$ cat config.mk
export PLATFORM = sky130hd
export DESIGN_NAME = imh_ctrl
export DESIGN_NICKNAME = d
export VERILOG_FILES = /design/src/sv/imh_pkg.sv /design/src/sv/imh_ctrl.sv
export SDC_FILE = /design/constraint.sdc
export NUM_CORES = 1
export LEC_CHECK = 0
export BUFFER_PORTS_ARGS = -buffer_cell sky130_fd_sc_hd__buf_4
export CORE_MARGIN = 1
export CORE_UTILIZATION = 40
export DETAILED_ROUTE_END_ITERATION = 6
export MAX_ROUTING_LAYER = met4
export SYNTH_ARGS = -nofsm -noshare
export SYNTH_HDL_FRONTEND = slang
export SYNTH_SLANG_ARGS = --single-unit
$ cat constraint.sdc
create_clock -name clk -period 7.3 [get_ports clk]
set_clock_uncertainty 0.1 [all_clocks]
set_input_delay 0.365 -clock clk [delete_from_list [all_inputs] [get_ports clk]]
set_output_delay 0.365 -clock clk [all_outputs]
set_load 0.1 [all_outputs]
$ cat src/sv/imh_pkg.sv
`timescale 1ns / 1ps
package imh_pkg;

	localparam int CAPACITY = 512;
	localparam int ID_COUNT = 512;
	localparam int ID_W     = $clog2(ID_COUNT);
	localparam int VAL_W    = 32;
	localparam int POS_W    = $clog2(CAPACITY + 1);
	localparam int ADDR_W   = $clog2(CAPACITY);
	localparam int COUNT_W  = 10;
	localparam int KIND_W   = 2;
	localparam int STAT_W   = 2;
	localparam int CLR_W    = $clog2(ID_COUNT + 1);

	localparam logic [KIND_W-1:0] KIND_PUSH  = 2'd0;
	localparam logic [KIND_W-1:0] KIND_POP   = 2'd1;
	localparam logic [KIND_W-1:0] KIND_CLEAR = 2'd2;

	localparam logic [STAT_W-1:0] STAT_OK    = 2'd0;
	localparam logic [STAT_W-1:0] STAT_EMPTY = 2'd1;
	localparam logic [STAT_W-1:0] STAT_FULL  = 2'd2;

	typedef struct packed {
		logic [ID_W-1:0]         id;
		logic signed [VAL_W-1:0] val;
	} slot_t;

	typedef struct packed {
		logic              we;
		logic [ADDR_W-1:0] waddr;
		slot_t             wdata;
		logic              re;
		logic [ADDR_W-1:0] raddr;
	} slot_req_t;

	typedef struct packed {
		logic             we;
		logic [ID_W-1:0]  waddr;
		logic [POS_W-1:0] wdata;
		logic             re;
		logic [ID_W-1:0]  raddr;
	} map_req_t;

	typedef struct packed {
		logic [STAT_W-1:0]       status;
		logic                    is_empty;
		logic [COUNT_W-1:0]      entry_count;
		logic signed [VAL_W-1:0] min_value;
		logic [ID_W-1:0]         min_index;
	} res_t;

	// Heap positions run from 1; the slot memory is addressed from 0.
	function automatic logic [ADDR_W-1:0] pos2addr(input logic [POS_W-1:0] pos);
		logic [POS_W-1:0] a;
		a = pos - POS_W'(1);
		return a[ADDR_W-1:0];
	endfunction

endpackage

$ cat src/sv/imh_ctrl.sv
`timescale 1ns / 1ps
module imh_ctrl (
	input  logic                         clk,
	input  logic                         arst_n,
	input  logic                         in_valid,
	output logic                         in_ready,
	input  logic [imh_pkg::KIND_W-1:0]   in_kind,
	input  logic [imh_pkg::ID_W-1:0]     in_id,
	input  logic [imh_pkg::VAL_W-1:0]    in_val,
	output imh_pkg::slot_req_t           slot_req,
	input  imh_pkg::slot_t               slot_rdata,
	output imh_pkg::map_req_t            map_req,
	input  logic [imh_pkg::POS_W-1:0]    map_rdata,
	output logic                         out_valid,
	input  logic                         out_ready,
	output imh_pkg::res_t                out_res
);
	import imh_pkg::*;

	localparam logic [3:0] ST_IDLE  = 4'd0;
	localparam logic [3:0] ST_CLR   = 4'd1;
	localparam logic [3:0] ST_PMAP  = 4'd2;
	localparam logic [3:0] ST_PSLOT = 4'd3;
	localparam logic [3:0] ST_UP    = 4'd4;
	localparam logic [3:0] ST_UPCMP = 4'd5;
	localparam logic [3:0] ST_HOLE  = 4'd6;
	localparam logic [3:0] ST_POPA  = 4'd7;
	localparam logic [3:0] ST_POPB  = 4'd8;
	localparam logic [3:0] ST_DOWN  = 4'd9;
	localparam logic [3:0] ST_DL    = 4'd10;
	localparam logic [3:0] ST_DR    = 4'd11;
	localparam logic [3:0] ST_DCMP  = 4'd12;
	localparam logic [3:0] ST_FIN   = 4'd13;
	localparam logic [3:0] ST_FIN2  = 4'd14;

	logic [3:0]         state_q;
	logic [ID_W-1:0]    id_q;
	logic [VAL_W-1:0]   val_q;
	logic [POS_W-1:0]   occ_q;
	logic [POS_W-1:0]   cur_q;
	slot_t              cur_e_q;
	slot_t              ch_q;
	logic [POS_W-1:0]   chpos_q;
	logic [STAT_W-1:0]  status_q;
	logic [CLR_W-1:0]   clr_q;
	logic               clr_resp_q;
	logic               out_valid_q;
	res_t               res_q;

	logic               present;
	logic [POS_W:0]     child;
	logic               child_in;
	logic               up_less;
	logic               down_less;
	logic               load_out;

	assign present   = (map_rdata != '0) && (map_rdata <= occ_q);
	assign child     = {cur_q, 1'b0};
	assign child_in  = child <= {1'b0, occ_q};
	assign up_less   = $signed(cur_e_q.val) < $signed(slot_rdata.val);
	assign down_less = $signed(ch_q.val) < $signed(cur_e_q.val);
	assign load_out  = (state_q == ST_FIN2) && (!out_valid_q || out_ready);

	assign in_ready  = (state_q == ST_IDLE);
	assign out_valid = out_valid_q;
	assign out_res   = res_q;

	always_comb begin
		slot_req = '0;
		map_req  = '0;
		case (state_q)
			ST_IDLE: begin
				map_req.re    = in_valid && (in_kind == KIND_PUSH);
				map_req.raddr = in_id;
				slot_req.re   = in_valid && (in_kind == KIND_POP);
				slot_req.raddr = '0;
			end
			ST_CLR: begin
				map_req.we    = 1'b1;
				map_req.waddr = clr_q[ID_W-1:0];
			end
			ST_PMAP: begin
				slot_req.re    = present;
				slot_req.raddr = pos2addr(map_rdata);
			end
			ST_UP: begin
				slot_req.re    = (cur_q != POS_W'(1));
				slot_req.raddr = pos2addr(cur_q >> 1);
			end
			ST_UPCMP: begin
				slot_req.we    = up_less;
				slot_req.waddr = pos2addr(cur_q);
				slot_req.wdata = slot_rdata;
				map_req.we     = up_less;
				map_req.waddr  = slot_rdata.id;
				map_req.wdata  = cur_q;
			end
			ST_HOLE: begin
				slot_req.we    = 1'b1;
				slot_req.waddr = pos2addr(cur_q);
				slot_req.wdata = cur_e_q;
				map_req.we     = 1'b1;
				map_req.waddr  = cur_e_q.id;
				map_req.wdata  = cur_q;
			end
			ST_POPA: begin
				// The old root leaves the heap.
				map_req.we     = 1'b1;
				map_req.waddr  = slot_rdata.id;
				slot_req.re    = 1'b1;
				slot_req.raddr = pos2addr(occ_q);
			end
			ST_DOWN: begin
				slot_req.re    = child_in;
				slot_req.raddr = pos2addr(child[POS_W-1:0]);
			end
			ST_DL: begin
				slot_req.re    = chpos_q < occ_q;
				slot_req.raddr = pos2addr(chpos_q + POS_W'(1));
			end
			ST_DCMP: begin
				slot_req.we    = down_less;
				slot_req.waddr = pos2addr(cur_q);
				slot_req.wdata = ch_q;
				map_req.we     = down_less;
				map_req.waddr  = ch_q.id;
				map_req.wdata  = cur_q;
			end
			ST_FIN: begin
				slot_req.re    = 1'b1;
				slot_req.raddr = '0;
			end
			default: begin
			end
		endcase
	end

	always_ff @(posedge clk or negedge arst_n) begin
		if (!arst_n) begin
			state_q     <= ST_CLR;
			occ_q       <= '0;
			clr_q       <= '0;
			clr_resp_q  <= 1'b0;
			out_valid_q <= 1'b0;
			status_q    <= STAT_OK;
		end else begin
			if (out_valid_q && out_ready && !load_out) begin
				out_valid_q <= 1'b0;
			end
			case (state_q)
				ST_IDLE: begin
					if (in_valid) begin
						id_q     <= in_id;
						val_q    <= in_val;
						status_q <= ((in_kind == KIND_POP) && (occ_q == '0)) ?
							STAT_EMPTY : STAT_OK;
						case (in_kind)
							KIND_PUSH: state_q <= ST_PMAP;
							KIND_POP: begin
								state_q <= (occ_q == '0) ? ST_FIN : ST_POPA;
							end
							KIND_CLEAR: begin
								occ_q      <= '0;
								clr_q      <= '0;
								clr_resp_q <= 1'b1;
								state_q    <= ST_CLR;
							end
							default: state_q <= ST_FIN;
						endcase
					end
				end
				ST_CLR: begin
					clr_q <= clr_q + CLR_W'(1);
					if (clr_q == CLR_W'(ID_COUNT - 1)) begin
						state_q <= clr_resp_q ? ST_FIN : ST_IDLE;
					end
				end
				ST_PMAP: begin
					if (present) begin
						cur_q   <= map_rdata;
						state_q <= ST_PSLOT;
					end else if (occ_q == POS_W'(CAPACITY)) begin
						status_q <= STAT_FULL;
						state_q  <= ST_FIN;
					end else begin
						occ_q       <= occ_q + POS_W'(1);
						cur_q       <= occ_q + POS_W'(1);
						cur_e_q.id  <= id_q;
						cur_e_q.val <= val_q;
						state_q     <= ST_UP;
					end
				end
				ST_PSLOT: begin
					if ($signed(val_q) < $signed(slot_rdata.val)) begin
						cur_e_q.id  <= slot_rdata.id;
						cur_e_q.val <= val_q;
						state_q     <= ST_UP;
					end else begin
						state_q <= ST_FIN;
					end
				end
				ST_UP: begin
					state_q <= (cur_q == POS_W'(1)) ? ST_HOLE : ST_UPCMP;
				end
				ST_UPCMP: begin
					if (up_less) begin
						cur_q   <= cur_q >> 1;
						state_q <= ST_UP;
					end else begin
						state_q <= ST_HOLE;
					end
				end
				ST_HOLE: state_q <= ST_FIN;
				ST_POPA: state_q <= ST_POPB;
				ST_POPB: begin
					occ_q <= occ_q - POS_W'(1);
					if (occ_q == POS_W'(1)) begin
						state_q <= ST_FIN;
					end else begin
						cur_q   <= POS_W'(1);
						cur_e_q <= slot_rdata;
						state_q <= ST_DOWN;
					end
				end
				ST_DOWN: begin
					if (child_in) begin
						chpos_q <= child[POS_W-1:0];
						state_q <= ST_DL;
					end else begin
						state_q <= ST_HOLE;
					end
				end
				ST_DL: begin
					ch_q    <= slot_rdata;
					state_q <= (chpos_q < occ_q) ? ST_DR : ST_DCMP;
				end
				ST_DR: begin
					// On a tie the left child is kept.
					if ($signed(slot_rdata.val) < $signed(ch_q.val)) begin
						ch_q    <= slot_rdata;
						chpos_q <= chpos_q + POS_W'(1);
					end
					state_q <= ST_DCMP;
				end
				ST_DCMP: begin
					if (down_less) begin
						cur_q   <= chpos_q;
						state_q <= ST_DOWN;
					end else begin
						state_q <= ST_HOLE;
					end
				end
				ST_FIN: state_q <= ST_FIN2;
				ST_FIN2: begin
					if (load_out) begin
						out_valid_q <= 1'b1;
						clr_resp_q  <= 1'b0;
						state_q     <= ST_IDLE;
					end
				end
				default: state_q <= ST_IDLE;
			endcase
		end
	end

	always_ff @(posedge clk) begin
		if (load_out) begin
			res_q.status      <= status_q;
			res_q.is_empty    <= (occ_q == '0);
			res_q.entry_count <= COUNT_W'(occ_q);
			res_q.min_index   <= (occ_q == '0) ? '0 : slot_rdata.id;
			res_q.min_value   <= (occ_q == '0) ? '0 : slot_rdata.val;
		end
	end
endmodule

==> metrics.md, run 1 <==
| Metric | Value |
|---|---|
| Post-route ant nets | 0 |
| # hold bufs at CTS | 83 |
| Slowest CP cell | nor4b_2 |
| Worst r2r src | ch_q[12] |
| Number of synthesized flops with an enable pin | 197 |
| RSZ-0062 raised after global routing | no |
| Comb power frac | 56.2% |
| Post-Synthesis Cell Area | 14500 µm² |
| Crit end category | primary output |
| # rows | 69 |
| Clock buffer depth | 3 |
| Peak supply drop | 0.426 mV |
| Io pins | 245 |
| Critical Path, Cell by Cell | nor4b_2, or2_2, o221ai_1, inv_1, ha_1, inv_1, nor3_1, nand4_1, xor2_1, o221ai_1, buf_4 |
| Die H | 192 µm |
| Post-synth ARST share | 12.4% |
| Layout area overhead | 28.2% |
| Total Power | 7.63 mW |
| Critical path startpoint category | flop |
| IO buf count | 244 |
| HP Start | out_ready |
| Sequential fraction of the synthesis area | 45.7% |
| Max Freq | 0.206 GHz |
| Post-synth top cells | 197 x edfxtp_1, 162 x inv_1, 160 x ha_1, 125 x nand2_1, 116 x nor2_1 |
| PD cells | 411 nW/µm² |
| Total track usage | 25.1% |
| Max Cap Violations | 0 |
| Period Utilization, post-route | 66.4% |
| CTS tree | built |
| Clock latency at the later pin of the worst-skew pair | 0.55 ns |
| Clock sinks | 225 |
| WL/cell | 20.1 µm |
| Clk root buf | clkbuf_16 |
| Final cell count without fillers | 2244 |
| Core area | 35600 µm² |
| Initial antenna violation count | 5 |
| YS warnings | 0 |
| Reg power frac | 25.7% |
| Global-route wire length before repair | 69.5 mm |
| Clock share of power | 18.1% |
| Switching part of the total | 53.2% |
| Count leader, synth | edfxtp_1 |
| Number of global-route vias before repair | 12.3k |
| Top FF cell, synth | edfxtp_1 |
| Gr ovfl total | 0 |
| Final Wtd Congestion | 0.956 |
| Clock-pin transition on the worst setup and hold timing paths | 0.06 ns |
| Worst r2r dst | ch_q[5] |
| Placed inst area | 16800 µm² |
| Crit path max fanout | 21 |
| Fin area | 18600 µm² |
| Final Hold Vio Count | 0 |
| Psw | 4.06 mW |
| CTS H-tree lvls | 1 |
| Max_slew headroom | 21.1% |
| Tmin final | 4.84 ns |
| Flops & latches, synth | 225 |
| Worst Hold Path EP | out_valid |
| Initial Util | 40.7% |
| Largest net degree at the start of global routing | 65 |
| Worst EP arrival | 4.38 ns |
| Synth Instances | 1443 |
| Synth area leader | edfxtp_1 |
| Reg-to-reg slack, setup | 3.36 ns |
| Type of the worst setup path | flop to primary output |
| Vias per cell | 5.61 |
| Yosys top cell area share | 40.9% |
| WL final | 45.2 mm |
| CTS resizes | 0 |
| Crit path buf inv count | 3 |
| TritonRoute pass-1 iters | 7 |
| TritonCTS Buffers | 27 |
| Syn_nets | 1701 |
| Die ar. | 37000 µm² |
| Run status | complete, no violations |
| CP top delay family | simple AND/OR/NAND/NOR gates |
| Post-CTS setup buffers | 0 |
| Synth unique cells | 69 |
| Critical path required time | 6.84 ns |
| Final hold slack | 0.0333 ns |
| Detailed placement HPWL | 32.8 mm |
| Final Setup Violations | 0 |
| Area contributors post-synth | edfxtp_1 41%, ha_1 14%, dfrtp_1 4.7% |
| R2R depth | 9 |
| Vias | 12.6k |
| HP Class | input pin to flop |
| Largest stage delay on the critical path | 0.91 ns |
| Width of the die | 192 µm |
| DRT iter0 DRCs | 1104 |
| Worst Tran Pin Value | 1.18 ns |
| Leakage | 8.10 nW |
| Drc violations | 0 |
| Nets@finish | 2014 |
| Synthesized area per cell | 10.0 µm² |
| Int Pwr | 3.57 mW |
| Fin Setup TNS | 0 ns |
| Hold depth | 3 |
| # placed instances | 2105 |
| Max-slew violations | 0 |
| Share of layout cells above drive strength 1 | 18.9% |
==> cells in the final DEF (no fill, tap or decap), types with 31 or more instances in the layout <==
cell / count
a21oi_1: 63
a222oi_1: 41
buf_4: 256
dlygate4sd3_1: 83
edfxtp_1: 197
ha_1: 160
inv_1: 162
nand2_1: 124
nand3_1: 31
nand4_1: 35
nor2_1: 114
o21ai_0: 107
==> worst max path at each step <==
stage / from / endpoint / slack (ns) / cells after the start
after floorplan: occ_q[2] / cur_e_q[0] / 0.66 / 10
after global placement: state_q[2] / slot_req[8] / 3.17 / 11
after detailed placement: state_q[2] / slot_req[8] / 3.12 / 11
after CTS: state_q[2] / slot_req[8] / 2.53 / 11
after global routing: state_q[2] / slot_req[8] / 2.20 / 11
final: state_q[2] / slot_req[8] / 2.46 / 11
==> worst register-to-register path, delay by kind of cell, from the launching register on <==
kind,cells,cell delay [ns]
AOI/OAI and AO/OA,6,2.12
adders and majority gates,1,0.26
DFF,1,0.43
buffers and inverters,2,0.63
==> power by group through the flow <==
stage	Clock, mW	Combinational (mW)	Sequential (mW)
finish	1.38	4.29	1.96
global route	1.46	4.58	1.98
CTS	1.41	4.30	1.95
detailed placement	0	4.25	1.98
global placement	0	4.22	1.97
floorplan	0	3.18	1.93
==> through the flow <==
| step | util [%] | setup WS [ns] |
|---|---|---|
| after global placement | 47.3 | 3.17 |
| after floorplan | - | 0.655 |
| final | 52.2 | 2.46 |
| after detailed placement | 47.3 | 3.12 |
| after CTS | 52.1 | 2.53 |
| after global routing | 52.2 | 2.20 |
==> state kept, by name (all words and copies together), names as in the netlist, 2 cells and up <==
register / cells
clr_q: 10
cur_e_q: 41
occ_q: 10
state_q: 4
out_res: 54
val_q: 32
chpos_q: 10
id_q: 9
status_q: 2
cur_q: 10
ch_q: 41
==> logic make-up after synthesis <==
kind of cell / count (synthesis) / share of synthesized area (%)
buffers and inverters: 217 / 5.74
adders and majority gates: 160 / 13.8
and+or+nand+nor: 441 / 15.0
xor gates and xnor gates: 41 / 2.48
muxes: 18 / 1.37
AOI/OAI and AO/OA: 341 / 15.9
DFF: 225 / 45.7
==> per-layer routing <==
layer / GRT usage (%) / vias up / share of wire (%)
met5: - / - / 0
met4: 5.12 / 0 / 1.8
met3: 3.78 / 56 / 7.1
met2: 39.9 / 478 / 46
met1: 33.9 / 6046 / 45
li1: - / 6014 / -
==> final cells by class <==
cell class              count  area, µm²
clock inverters            20        216
multi-input cells        1001       7090
diodes                      6       15.0
inverters                 162        608
flip-flops and latches    225       6620
well taps                 461        577
fillers                  3247      17000
repair buffers            339       2750
clock buffers              30        687
Power figures use the tool's default switching activity.
==> run 2: changes to the inputs <==
clock period = 3.9 ns   (was 7.3 ns; I/O delays follow)
==> run 2 against run 1 <==
  * The run now ends with DRC left
  * Critical path depth rose by 1
  * Global-route usage rose by 0.68 points
  * Hold slack improved by 0.017 ns
  * Clock power rose by 88%
  * Critical path type unchanged
  * Critical endpoint unchanged
==> metrics.md, run 2 (synthesis results as in run 1) <==
| Metric | Value |
|---|---|
| Run status | finished, violations left (was complete, no violations) |
| Failing checks | DRC |
| # rows | 69 (unchanged) |
| TritonCTS Buffers | 27 (unchanged) |
| Worst r2r dst | chpos_q[6] (was ch_q[5]) |
| Max reg flops | 54 (unchanged) |
| CTS tree | built (unchanged) |
| Initial Util | 40.7% (unchanged) |
| Critical path startpoint category | flop (unchanged) |
| Width of the die | 192 µm (unchanged) |
| Layout area overhead | 31.0% (was 28.2%) |
| CP top delay family | simple AND/OR/NAND/NOR gates (unchanged) |
| Final Setup Violations | 0 (unchanged) |
| Die H | 192 µm (unchanged) |
| Max Freq | 0.266 GHz |
| Final Wtd Congestion | 0.956 (unchanged) |
| Int Pwr | 6.92 mW (was 3.57 mW) |
| Reg power frac | 23.8% (was 25.7%) |
| Final Hold Vio Count | 0 (unchanged) |
| WL final | 46.7 mm (was 45.2 mm) |
| Most frequent cells in the layout | 286 x buf_4, 197 x edfxtp_1, 162 x inv_1, 160 x ha_1, 124 x nand2_1 (was 256 x buf_4, 197 x edfxtp_1, 162 x inv_1, 160 x ha_1, 124 x nand2_1) |
| Type of the worst setup path | flop to primary output (unchanged) |
| Max-slew violations | 0 (unchanged) |
| Gr ovfl total | 0 (unchanged) |
| Total track usage | 25.8% (was 25.1%) |
| Crit path buf inv count | 4 (was 3) |
| R2R depth | 9 (unchanged) |
| Largest net degree at the start of global routing | 49 (was 65) |
| Post-route ant nets | 0 (unchanged) |
| Period Utilization, post-route | 96.2% |
| Slowest CP cell | dfrtp_1 (was nor4b_2) |
| Drc violations | 1 (was 0) |
| Clock-pin transition on the worst setup and hold timing paths | 0.06 ns (about the same) |
| Crit end category | primary output (unchanged) |
| Clk root buf | clkbuf_16 (unchanged) |
| Worst EP arrival | 3.46 ns (was 4.38 ns) |
| Switching part of the total | 52.8% (was 53.2%) |
| Worst setup startpoint | state_q[2] (unchanged) |
| CTS H-tree lvls | 1 (unchanged) |
| Clock buffer depth | 3 (unchanged) |
| Placed inst area | 17100 µm² (was 16800 µm²) |
| Detailed placement HPWL | 34.7 mm (was 32.8 mm) |
| Worst r2r src | ch_q[12] (unchanged) |
| Initial antenna violation count | 4 (was 5) |
| Core Util, Final | 53.3% (was 52.2%) |
| Most common cell after layout, fill and taps aside | buf_4 (unchanged) |
| IO buf count | 244 (unchanged) |
| Largest stage delay on the critical path | 0.41 ns (was 0.91 ns) |
| Clock latency at the later pin of the worst-skew pair | 0.55 ns (about the same) |
| Core area | 35600 µm² (unchanged) |
| Io pins | 245 (unchanged) |
| Peak supply drop | 0.775 mV (was 0.426 mV) |
| WL/cell | 20.5 µm (was 20.1 µm) |
| DRT iter0 DRCs | 1324 (was 1104) |
| Leakage | 8.32 nW (was 8.10 nW) |
| Reg-to-reg slack, setup | 0.25 ns (was 3.36 ns) |
| Die ar. | 37000 µm² (unchanged) |
| Tmin final | 3.75 ns |
| Global-route wire length before repair | 70.8 mm (was 69.5 mm) |
| Max Cap Violations | 0 (unchanged) |
| Vias | 12.7k (was 12.6k) |
| Max_slew headroom | 30.4% (was 21.1%) |
| Critical path required time | 3.61 ns (was 6.84 ns) |
| Psw | 7.75 mW (was 4.06 mW) |
| Critical Path, Cell by Cell | buf_4, and4bb_2, a22oi_1, o21ai_1, inv_1, ha_1, inv_1, nor3_2, nand4_1, xor2_1, o221ai_1, buf_6 (was nor4b_2, or2_2, o221ai_1, inv_1, ha_1, inv_1, nor3_1, nand4_1, xor2_1, o221ai_1, buf_4) |
| Share of layout cells above drive strength 1 | 21.0% (was 18.9%) |
| Fin area | 19000 µm² (was 18600 µm²) |
| Vias per cell | 5.58 (was 5.61) |
| HP Class | input pin to asynchronous set/reset pin (was input pin to flop) |
| Clock sinks | 225 (unchanged) |
| Nets@finish | 2054 (was 2014) |
| TritonRoute pass-1 iters | 7 (unchanged) |
| Crit path max fanout | 20 (was 21) |
| CP dominant cell by count | inv_1 |
| PD cells | 774 nW/µm² (was 411 nW/µm²) |
| Number of fill cells | 3153 (was 3247) |
| Clock share of power | 17.7% (was 18.1%) |
| Comb power frac | 58.5% (was 56.2%) |
| Number of global-route vias before repair | 12.5k (was 12.3k) |
| Worst Tran Pin Value | 1.04 ns (was 1.18 ns) |
[run 2: cell types whose count changed in the layout (fill, tap and decap cells not counted), sizes merged]
| cell | before | now |
|---|---|---|
| nor4b | 5 | 6 |
| buf | 256 | 293 |
| dlygate4sd3 | 83 | 85 |
| clkinv | 11 | 8 |
| inv | 164 | 165 |
| diode | 6 | 4 |
[run 2: through the flow]
stage	setup slack, ns	total power, mW	hold slack [ns]	TNS [ns]	std cells
after floorplan	0.00278	9.60	-0.201	0	1443
after global placement	0.391	11.9	0.0819	0	2141
after detailed placement	0.294	11.9	0.0865	0	2141
after CTS	0.0310	14.6	0.0460	0	2274
after global routing	-0.00948	15.4	0.0631	-0.00948	2280
final	0.147	14.7	0.0503	0	2280
[run 2: how the worst max path moves through the flow]
stage                     slack [ns]     endpoint  cells after the start
final                           0.15  slot_req[8]                     12
after global routing          -0.009  slot_req[6]                     13
after CTS                       0.03  slot_req[8]                      8
after detailed placement        0.29  slot_req[7]                      8
after global placement          0.39  slot_req[7]                      8
after floorplan                0.003   cur_e_q[0]                     10
[run 2: worst reg2reg max path: cells and delay by family (launching register included)]
family / cells / cell delay, ns
compound gates: 5 / 2.17
fa+ha+maj: 1 / 0.26
buf+inv: 2 / 0.27
flops: 1 / 0.42
simple gates: 1 / 0.04
[run 2: final cells by class]
cell class / instances / area, µm² / area share [%]
flip-flops and latches: 225 / 6620 / 34.9
clock buffers: 30 / 687 / 3.62
diodes: 4 / 10.0 / 0.0527
multi-input cells: 1002 / 7160 / 37.7
repair buffers: 378 / 3100 / 16.4
clock inverters: 18 / 215 / 1.13
well taps: 461 / 577 / 3.04
inverters: 162 / 608 / 3.20
[run 2: routing by layer]
metal	part of all wire [%]	global-route usage, %
met1	46	35.1
met2	46	40.6
met3	6.8	3.75
met4	1.9	5.78
met5	0	-
[run 2: power groups by stage]
stage,Sequential [mW],Combinational (mW),Clock [mW]
after floorplan,3.61,5.99,0
after global placement,3.50,8.40,0
after detailed placement,3.51,8.43,0
after CTS,3.47,8.54,2.63
after global routing,3.52,9.11,2.74
final,3.49,8.59,2.60
[run 2: timing repair]
action	CTS	global route
hold endpoints to repair	164	0
hold buffers	85	0
endpoints found under the setup margin	6	7
gates cloned	0	1
pin swaps	0	1
setup buffers	0	1
resized for setup	1	10
